--- src/glob_wildcard_matcher_macros.svh ---
// ----------------------------------------------------------------------------
// Glob wildcard matcher assertion macros
// Shared concurrent assertion forms, clocked on clk and disabled in reset.
// ----------------------------------------------------------------------------
`ifndef GLOB_WILDCARD_MATCHER_MACROS_SVH
`define GLOB_WILDCARD_MATCHER_MACROS_SVH

// Check a consequent in the same cycle as its antecedent.
`define GWM_ASSERT_SAME(label, ante, cons, msg) \
    label: assert property (@(posedge clk) disable iff (!rst_n) (ante) |-> (cons)) \
        else $error(msg);

// Check a consequent in the cycle after its antecedent.
`define GWM_ASSERT_NEXT(label, ante, cons, msg) \
    label: assert property (@(posedge clk) disable iff (!rst_n) (ante) |=> (cons)) \
        else $error(msg);

`endif

--- src/gwm_pkg.sv ---
// ----------------------------------------------------------------------------
// Glob wildcard matcher package
// Command codes, field widths and pattern metacharacters.
// ----------------------------------------------------------------------------
package gwm_pkg;

    localparam int CMD_W           = 2;
    localparam int SYM_W           = 8;
    localparam int COUNT_W         = 6;
    localparam int MAX_PATTERN_DEF = 32;

    localparam logic [SYM_W-1:0] CH_STAR     = 8'h2A;
    localparam logic [SYM_W-1:0] CH_QUESTION = 8'h3F;

    typedef enum logic [CMD_W-1:0] {
        CMD_CLEAR  = 2'd0,
        CMD_APPEND = 2'd1,
        CMD_TEXT   = 2'd2,
        CMD_START  = 2'd3
    } cmd_t;

endpackage

--- src/glob_wildcard_matcher.sv ---
// ----------------------------------------------------------------------------
// Glob wildcard matcher
// Streams text bytes against a stored glob pattern ('*' any run, '?' one
// byte, anything else literal) using a bit-parallel active-position vector.
// ----------------------------------------------------------------------------
// Usage:
//   Input channel (in_valid/in_ready) carries one beat per command: clear the
//   pattern, append a pattern byte, consume a text byte, or start a new text.
//   Output channel (out_valid/out_ready) returns exactly one beat per input
//   beat: match_now, pattern_overflow and pattern_count after that command.
//   The accepting edge loads the input register; the result register loads
//   from it once the output channel is free. Throughput is one beat per cycle
//   while out_ready stays high, as the position update (per-position compare
//   plus a log-depth star-closure prefix network) is combinational.
//   Reset empties the pattern, clears overflow and restarts the text, so an
//   empty text matches the empty pattern; both channels come up empty.
//   When the receiver stalls, the result register holds its beat, the input
//   register keeps one more beat, and in_ready drops until out_ready returns.
//   Appending past MAX_PATTERN bytes drops the byte and sets overflow.
// ----------------------------------------------------------------------------
`include "glob_wildcard_matcher_macros.svh"

module glob_wildcard_matcher
    import gwm_pkg::*;
#(
    parameter int MAX_PATTERN = MAX_PATTERN_DEF
)
(
    input  logic               clk,
    input  logic               rst_n,
    input  logic               in_valid,
    output logic               in_ready,
    input  logic [CMD_W-1:0]   command,
    input  logic [SYM_W-1:0]   symbol,
    output logic               out_valid,
    input  logic               out_ready,
    output logic               match_now,
    output logic               pattern_overflow,
    output logic [COUNT_W-1:0] pattern_count
);

    localparam int LEN_W  = $clog2(MAX_PATTERN + 1);
    localparam int IDX_W  = (MAX_PATTERN > 1) ? $clog2(MAX_PATTERN) : 1;
    localparam int LEVELS = $clog2(MAX_PATTERN + 1);

    logic               s1_valid_reg;
    logic [CMD_W-1:0]   s1_cmd_reg;
    logic [SYM_W-1:0]   s1_sym_reg;

    logic [SYM_W-1:0]   pat_reg [MAX_PATTERN];
    logic [LEN_W-1:0]   len_reg;
    logic               ovf_reg;
    logic [MAX_PATTERN:0] active_reg;

    logic               out_valid_reg;
    logic               match_reg;
    logic               ovf_out_reg;
    logic [COUNT_W-1:0] count_reg;

    logic               adv;
    cmd_t               cmd;
    logic               full;
    logic               append_ok;
    logic [LEN_W-1:0]   len_next;
    logic               ovf_next;
    logic [SYM_W-1:0]   byte_new [MAX_PATTERN];
    logic [MAX_PATTERN-1:0] live_new;
    logic [MAX_PATTERN-1:0] star_new;
    logic [MAX_PATTERN:0] step_vec;
    logic [MAX_PATTERN:0] seed_vec;
    logic [MAX_PATTERN:0] g_lvl [LEVELS+1];
    logic [MAX_PATTERN:0] p_lvl [LEVELS+1];
    logic [MAX_PATTERN:0] active_next;
    logic               match_next;

    assign adv      = s1_valid_reg && (!out_valid_reg || out_ready);
    assign in_ready = !s1_valid_reg || adv;

    assign cmd       = cmd_t'(s1_cmd_reg);
    assign full      = (len_reg == LEN_W'(MAX_PATTERN));
    assign append_ok = (cmd == CMD_APPEND) && !full;

    always_comb
    begin
        len_next = len_reg;
        ovf_next = ovf_reg;
        unique case (cmd)
            CMD_CLEAR:
            begin
                len_next = '0;
                ovf_next = 1'b0;
            end
            CMD_APPEND:
            begin
                if (full)
                begin
                    ovf_next = 1'b1;
                end
                else
                begin
                    len_next = len_reg + LEN_W'(1);
                end
            end
            CMD_TEXT:
            begin
                len_next = len_reg;
            end
            CMD_START:
            begin
                len_next = len_reg;
            end
        endcase
    end

    // Pattern view after this beat, per position
    always_comb
    begin
        for (int i = 0; i < MAX_PATTERN; i++)
        begin
            byte_new[i] = (append_ok && (len_reg == LEN_W'(i))) ? s1_sym_reg : pat_reg[i];
            live_new[i] = (LEN_W'(i) < len_next);
            star_new[i] = live_new[i] && (byte_new[i] == CH_STAR);
        end
    end

    // Advance active positions by one text byte
    always_comb
    begin
        step_vec = '0;
        for (int i = 0; i < MAX_PATTERN; i++)
        begin
            if (active_reg[i] && live_new[i])
            begin
                if (byte_new[i] == CH_STAR)
                begin
                    step_vec[i] = 1'b1;
                end
                else if ((byte_new[i] == CH_QUESTION) || (byte_new[i] == s1_sym_reg))
                begin
                    step_vec[i + 1] = 1'b1;
                end
            end
        end
    end

    always_comb
    begin
        unique case (cmd)
            CMD_TEXT:   seed_vec = step_vec;
            CMD_CLEAR:  seed_vec = (MAX_PATTERN + 1)'(1);
            CMD_APPEND: seed_vec = (MAX_PATTERN + 1)'(1);
            CMD_START:  seed_vec = (MAX_PATTERN + 1)'(1);
        endcase
    end

    // Star closure as a prefix network: propagate across each live star
    always_comb
    begin
        g_lvl[0] = seed_vec;
        p_lvl[0] = {star_new, 1'b0};
        for (int l = 0; l < LEVELS; l++)
        begin
            for (int j = 0; j <= MAX_PATTERN; j++)
            begin
                if (j >= (1 << l))
                begin
                    g_lvl[l + 1][j] = g_lvl[l][j] | (p_lvl[l][j] & g_lvl[l][j - (1 << l)]);
                    p_lvl[l + 1][j] = p_lvl[l][j] & p_lvl[l][j - (1 << l)];
                end
                else
                begin
                    g_lvl[l + 1][j] = g_lvl[l][j];
                    p_lvl[l + 1][j] = p_lvl[l][j];
                end
            end
        end
    end

    assign active_next = g_lvl[LEVELS];
    assign match_next  = active_next[len_next];

    always_ff @(posedge clk or negedge rst_n)
    begin
        if (!rst_n)
        begin
            s1_valid_reg <= 1'b0;
        end
        else if (in_ready)
        begin
            s1_valid_reg <= in_valid;
        end
    end

    always_ff @(posedge clk)
    begin
        if (in_valid && in_ready)
        begin
            s1_cmd_reg <= command;
            s1_sym_reg <= symbol;
        end
    end

    always_ff @(posedge clk or negedge rst_n)
    begin
        if (!rst_n)
        begin
            len_reg    <= '0;
            ovf_reg    <= 1'b0;
            active_reg <= (MAX_PATTERN + 1)'(1);
        end
        else if (adv)
        begin
            len_reg    <= len_next;
            ovf_reg    <= ovf_next;
            active_reg <= active_next;
        end
    end

    always_ff @(posedge clk)
    begin
        if (adv && append_ok)
        begin
            pat_reg[len_reg[IDX_W-1:0]] <= s1_sym_reg;
        end
    end

    always_ff @(posedge clk or negedge rst_n)
    begin
        if (!rst_n)
        begin
            out_valid_reg <= 1'b0;
        end
        else if (adv)
        begin
            out_valid_reg <= 1'b1;
        end
        else if (out_ready)
        begin
            out_valid_reg <= 1'b0;
        end
    end

    always_ff @(posedge clk)
    begin
        if (adv)
        begin
            match_reg   <= match_next;
            ovf_out_reg <= ovf_next;
            count_reg   <= COUNT_W'(len_next);
        end
    end

    assign out_valid        = out_valid_reg;
    assign match_now        = match_reg;
    assign pattern_overflow = ovf_out_reg;
    assign pattern_count    = count_reg;

    `GWM_ASSERT_NEXT(a_clear_empties, adv && (cmd == CMD_CLEAR), out_valid && (pattern_count == '0) && !pattern_overflow, "clear beat did not empty the pattern")
    `GWM_ASSERT_NEXT(a_full_append_overflows, adv && (cmd == CMD_APPEND) && full, ovf_reg && pattern_overflow && ($past(len_reg) == len_reg), "append to a full store did not flag overflow")
    `GWM_ASSERT_NEXT(a_empty_start_matches, adv && (cmd == CMD_START) && (len_reg == '0), match_now, "empty text failed to match the empty pattern")
    `GWM_ASSERT_NEXT(a_restart_seeds_origin, adv && (cmd != CMD_TEXT), active_reg[0], "text restart lost the origin position")

endmodule
--- config.mk ---
export PLATFORM = sky130hd
export DESIGN_NAME = glob_wildcard_matcher
export DESIGN_NICKNAME = d
export VERILOG_FILES = /design/src/gwm_pkg.sv /design/src/glob_wildcard_matcher.sv
export VERILOG_INCLUDE_DIRS = /design/src /design/src/src
export SDC_FILE = /design/constraint.sdc
export NUM_CORES = 1
export LEC_CHECK = 0
export BUFFER_PORTS_ARGS = -buffer_cell sky130_fd_sc_hd__buf_2
export CAP_MARGIN = 20
export CORE_ASPECT_RATIO = 1.2
export CORE_MARGIN = 2
export CORE_UTILIZATION = 55
export CTS_CLUSTER_DIAMETER = 60
export DETAILED_ROUTE_END_ITERATION = 10
export GPL_ROUTABILITY_DRIVEN = 0
export PLACE_DENSITY = 0.79
export SYNTH_ARGS = -nofsm -noshare
export SYNTH_HDL_FRONTEND = slang
export SYNTH_SLANG_ARGS = --single-unit
--- constraint.sdc ---
create_clock -name clk -period 4.8 [get_ports clk]
set_input_delay 0.24 -clock clk [delete_from_list [all_inputs] [get_ports clk]]
set_output_delay 0.24 -clock clk [all_outputs]
set_load 0.05 [all_outputs]
Yosys cells after proc, flatten, opt, wreduce, memory -nomap -nowiden

Memory sizes are Yosys's and may differ from the RTL's.
Index checks and enable logic that the tools add are counted.

Add/sub/neg operators: 1
Order comparisons: 33
Eq/ne operators: 131
Muxes and demuxes: 171
Bitwise operators: 373
Reduce and logical (&&, ||, !) cells: 142

Operator list:

| kind                  | count |
|---|---|
| $eq A8 B6 Y1 const B  | 64 |
| $eq A8 B8 Y1          | 32 |
| $mux W8               | 32 |
| $and A1 B1 Y1         | 238 |
| $or A1 B1 Y1          | 135 |
| $mux W1               | 102 |
| $logic_and A1 B1 Y1   | 100 |
| $eq A6 B5 Y1 const B  | 16 |
| $lt A5 B6 Y1 const A  | 16 |
| $pmux W33 S2          | 1 |
| $mux W2               | 32 |
| $eq A6 B4 Y1 const B  | 8 |
| $lt A4 B6 Y1 const A  | 8 |
| $logic_or A1 B1 Y1    | 34 |
| $eq A6 B3 Y1 const B  | 4 |
| $lt A3 B6 Y1 const A  | 4 |
| $pmux W6 S3           | 1 |
| $eq A6 B2 Y1 const B  | 2 |
| $lt A1 B6 Y1 const A  | 2 |
| $lt A2 B6 Y1 const A  | 2 |
| $lt A6 B7 Y1 const B  | 1 |
| $add A6 B1 Y6 const B | 1 |
| $bmux W1 S6           | 1 |
| $eq A6 B1 Y1 const B  | 1 |
| 11 further kinds      | 14 |

Register bits: 59
RAM bits: 256
Input port bits: 14
Output and inout port bits: 10
Word-level logic and storage cells: 862
Memories kept: 1

Memory list:

| name    | words | width | rd ports | clocked after memory_dff | wr ports | RTL line                    | RTL |
|---|---|---|---|---|---|---|---|
| pat_reg | 32    | 8     | 32       | 0                        | 1        | glob_wildcard_matcher.sv:50 | `logic [SYM_W-1:0] pat_reg [MAX_PATTERN];` |

Depth between registers and ports, before layout

Depth in word-level cells: 86
Mapped depth: 18
Gate-level depth less buffers: 17

Worst setup path after synthesis

Ideal clock, no wire load.

Kind: register to register
Start point: reg s1_sym_reg[1]
End point: reg match_reg, in the netlist match_now (data pin)
Library setup time: 0.264 ns
Arrival: 3.790 ns
Required time: 4.536 ns
Setup slack: 0.746 ns
Cell stages (with the launch flop): 17
Path through: edfxtp_1 buf_2 and4bb_2 nand2_1 buf_2 nor2_1 a21oi_1 a41o_1 a221o_1 a221oi_4 o221ai_2 a21boi_2 o21bai_1 and3_1 o41ai_2 a211o_1 o211ai_1

Longest elaborated chain between the ends: 22
Elaborated cells between the ends (all ways): 696
Classes of those cells: eq/ne: 96; mux: 163; bitwise: 373; reduce/logical: 64

RTL lines:

| item                                         | RTL line                     | RTL |
|---|---|---|
| start: declaration                           | glob_wildcard_matcher.sv:48  | `logic [SYM_W-1:0] s1_sym_reg;` |
| start signal: assignment                     | glob_wildcard_matcher.sv:199 | `s1_sym_reg <= symbol;` |
| $mux W8                                      | glob_wildcard_matcher.sv:120 | `byte_new[i] = (append_ok && (len_reg == LEN_W'(i))) ? s1_sym_reg : pat_reg[i];` |
| $eq A8 B6 Y1 or $eq A8 B8 Y1 (tied branches) | glob_wildcard_matcher.sv:138 | `else if ((byte_new[i] == CH_QUESTION) \|\| (byte_new[i] == s1_sym_reg))` |
| $logic_or A1 B1 Y1                           | glob_wildcard_matcher.sv:138 |  |
| $mux W1                                      | glob_wildcard_matcher.sv:138 |  |
| $mux W1                                      | glob_wildcard_matcher.sv:134 | `if (byte_new[i] == CH_STAR)` |
| $mux W2                                      | glob_wildcard_matcher.sv:132 | `if (active_reg[i] && live_new[i])` |
| $mux W1                                      | glob_wildcard_matcher.sv:134 |  |
| $mux W2                                      | glob_wildcard_matcher.sv:132 |  |
| [... 6 more ...]                             | n/a                          |  |
| $or A1 B1 Y1                                 | glob_wildcard_matcher.sv:167 | `g_lvl[l + 1][j] = g_lvl[l][j] \| (p_lvl[l][j] & g_lvl[l][j - (1 << l)]);` |
| $and A1 B1 Y1                                | glob_wildcard_matcher.sv:167 |  |
| $or A1 B1 Y1                                 | glob_wildcard_matcher.sv:167 |  |
| $and A1 B1 Y1                                | glob_wildcard_matcher.sv:167 |  |
| $or A1 B1 Y1 (2 in series)                   | glob_wildcard_matcher.sv:167 |  |
| $bmux W1 S6 (*)                              | glob_wildcard_matcher.sv:180 | `assign match_next = active_next[len_next];` |
| $mux W1 (implied by the code) (*)            | glob_wildcard_matcher.sv:180 |  |
| net match_next                               | glob_wildcard_matcher.sv:74  | `logic match_next;` |
| end signal: assignment                       | glob_wildcard_matcher.sv:247 | `match_reg <= match_next;` |
| end: declaration                             | glob_wildcard_matcher.sv:56  | `logic match_reg;` |

The timed path passes the listed nets; every way through them passes the cells marked *. The select of a mux whose other input is x is not followed.
A chain may end at the register's enable or synchronous reset.

Final worst setup path

Start point: reg len_reg[1]
End point: reg match_reg, in the netlist match_now (data pin)

Longest elaborated chain between the ends: 26
Elaborated cells between the ends (all ways): 830
Classes of those cells: add/sub: 1; order compare: 32; eq/ne: 128; mux: 165; bitwise: 373; reduce/logical: 131

RTL lines:

| item                                                   | RTL line                     | RTL |
|---|---|---|
| start: declaration                                     | glob_wildcard_matcher.sv:51  | `logic [LEN_W-1:0] len_reg;` |
| start signal: assignment                               | glob_wildcard_matcher.sv:213 | `len_reg <= len_next;` |
| branches (longest 24 deep; another with $add A6 B1 Y6) | n/a                          |  |
| $bmux W1 S6 (*)                                        | glob_wildcard_matcher.sv:180 |  |
| $mux W1 (implied by the code) (*)                      | glob_wildcard_matcher.sv:180 |  |
| net match_next                                         | glob_wildcard_matcher.sv:74  |  |

Mark *: on every way through the listed nets, which the timed path passes. The select of a mux whose other input is x is not followed.

==> out/qor.yml <==
run_status:
  outcome: "completed"
pwr:
  power.density_nw_per_um2: 330.1
  switchingPower_mw: 1.865
  internal_power_mw: 4.971
  combPwrFrac_pct: 16.4
  p_leak_nw: 6.855
  ir_drop_v: 0.0002621
  seqPwrFrac_pct: 45.4
  clkPwrFrac_pct: 38.2
  sw_frac_of_total_pct: 27.28
die:
  die_h_um: 204.8
  core_area_um2: 33160
  dieWidth_um: 171.3
  rows: 73
  die-area_um2: 35080
  start_util_pct: 55.72
  io_pins: 24
placement:
  dp.final_hpwl_um: 34260
  postPlaceCellArea_um2: 19380
  io_buffers: 23
critical_path:
  cpMaxStageDelayCell: "a221o_1"
  cp-end-kind: "register"
  crit_path_frequent_cell: "a21oi_1"
  critPathMaxFanout: 13
  path_class: "register to register"
  reg2reg_depth: 15
  cp.buffers_inverters: 1
  worstPathCellList: "inv_1 > ha_1 > nand3_2 > a221o_1 > o21ai_0 > a21oi_1 > a221oi_1 > o22ai_1 > a21oi_1 > a21boi_2 > o21bai_1 > and3_1 > o41ai_2 > a211o_1 > o211ai_1"
  crit_path_start_kind: "register"
  cp_top_family: "compound AO/OA/AOI/OAI gates"
  cp.depth: 15
  max_stage_delay_ns: 0.62
  worstPathArrival_ns: 4.94
  crit_required_ns: 5.15
grt:
  grt_busiest_layer: "met2"
  grt_use_met1_pct: 35.32
  grt_max_degree: 67
  antenna_found_initial: 0
  grt.met2_usage_pct: 48.34
  grt_usage_pct: 29.26
  grt_overflow: 0
  use_met3_pct: 5.970
  grt_pass1_vias: 14853
  grt_pass1_wl_um: 79320
synthesis:
  yosysWarnings: 0
  synthCells: 1747
  ys_async_sr_fraction_pct: 13.02
  synth_top_area_share_pct: 44.53
  syn_area_um2: 18480
  synth.area.top_cells: "edfxtp_1 (45%), xor2_1 (6.6%), dfrtp_1 (5.4%)"
  synth_fp_nets: 1765
  synth_seq_area_share_pct: 50.09
  synth_cell_types: 106
  synth-edff-count: 274
  synthFlopType: "edfxtp_1"
  synth_top_area_cell: "edfxtp_1"
  synth_seq_cells: 315
  avgSynthCellArea_um2: 10.58
timing:
  max_freq_mhz: 217.7
  slew_viol_final: 0
  max_slew_margin_pct: 42.28
  clock_skew_ns: 0.02014
  setup_tns_ns: 0
  setup_violations: 0
  rsz0062_at_grt: "false"
  finalCritPeriodShare_pct: 95.68
  worstMarginPinSlew_ns: 0.8637
  post-route-min-period_ns: 4.593
  hold_violations: 0
layout:
  largest_reg_flops: 256
  multi_input_area_um2: 8716
  diodes: 0
  final_area_um2: 20710
  final_cell_mix: "edfxtp_1 (274), nand2_1 (155), nor2_1 (141), xor2_1 (140), xnor2_1 (112)"
  fillers: 2525
  nNetsFinal: 1826
  drive_gt1_share_pct: 12.11
  layout_commonest_cell: "edfxtp_1"
  area_delta_synth_final_pct: 12.10
  regArea_um2: 9256
drt:
  wl_per_cell_um: 22.59
  vias_per_cell: 6.586
  num_vias: 15035
  finalWirelength_um: 51580
  drt_iter0_markers: 1774
  ant_nets: 0
  drc: 0
  drt_pass1_iterations: 8
clocking:
  cts_buffers: 31
  htreeDepth: 1
  cts_tree: "built"
  clk_latency_ns: 0.60
  cts-root-buf: "clkbuf_16"
  cts_sinks: 315
  cts_buffer_depth: 3
  clk_pin_slew_ns: 0.07
min_path:
  hold_path_class: "input port to async pin"
job:
  cap_violations: 0
==> metal layers <==
layer	vias to the layer above	share of wire [%]
li1	6715	-
met1	7261	37
met2	814	47
met3	245	9.0
met4	0	6.3
met5	-	0
==> power groups by stage <==
stage                     clock network [mW]  registers [mW]  logic [mW]
after CTS                               2.62            3.10        1.07
after floorplan                            0            3.18       0.664
final                                   2.61            3.10        1.12
after detailed placement                   0            3.16        1.05
after global routing                    2.74            3.11        1.17
after global placement                     0            3.15        1.03
==> per-stage QoR <==
stage          instances  util [%]  setup slack (ns)  hold slack [ns]  total power [mW]
4_1_cts             2277     62.23            0.2019           0.3353             6.790
3_5_place_dp        2205     58.46            0.1943           0.4183             4.209
2_1_floorplan       1747         -            0.7456         -0.05559             3.840
6_report            2283     62.46            0.2075          0.09026             6.836
3_3_place_gp        2205     58.46            0.2927           0.4168             4.186
5_1_grt             2283     62.46           0.02440           0.1254             7.019
==> worst register-to-register path: cells and delay by family (launching register included) <==
| family | cells | cell delay, ns |
|---|---|---|
| AOI/OAI and AO/OA | 11 | 2.94 |
| and+or+nand+nor | 2 | 0.51 |
| adders and majority gates | 1 | 0.28 |
| DFF | 1 | 0.47 |
| buffers and inverters | 1 | 0.15 |
==> path summary, 6_finish.rpt <==
kind,from,endpoint,slack [ns]
min in group clk,symbol[1],s1_sym_reg[1],0.35
hold / removal,rst_n,active_reg[3],0.09
setup reg to reg,len_reg[1],match_now,0.21
max in group asynchronous,rst_n,active_reg[0],4.16
setup / recovery,len_reg[1],match_now,0.21
hold reg to reg,active_reg[28],active_reg[28],0.50
==> synth_stat cells, types with 16 or more instances <==
library cell,n
a21oi_1,49
nor2_1,141
xnor2_1,112
nand4_1,51
dfrtp_1,40
o211ai_1,19
nand2_1,155
o31ai_1,17
edfxtp_1,274
xor2_1,140
nor3_1,49
or3_1,20
o21a_1,21
nor4_1,54
a31oi_1,21
and2_1,17
inv_1,20
nand3_1,94
o21ai_0,71
mux2i_1,16
buf_2,48
clkbuf_1,29
==> timing repair <==
action,4_1_cts,5_1_grt
hold endpoints to repair,52,0
hold buffers,14,0
setup buffers,0,4
resized for setup,0,6
setup endpoints to repair,0,1
==> cell families after synthesis <==
family / count (synthesis) / share of synthesized area [%]
compound gates: 341 / 13.27
xor+xnor: 252 / 11.95
fa+ha+maj: 4 / 0.2709
buf+inv: 112 / 2.926
flops: 315 / 50.09
mux: 29 / 1.720
simple gates: 694 / 19.77
==> layout make-up <==
cell class / instances / share of cell area, %
clock buffer: 40 / 4.054
clock inverter: 18 / 1.305
inverter: 23 / 0.4169
multi-input combinational: 1320 / 42.09
sequential: 315 / 44.70
tap: 450 / 2.719
timing repair buffer: 117 / 4.724
No activity file was read; power rests on OpenSTA's default activity.
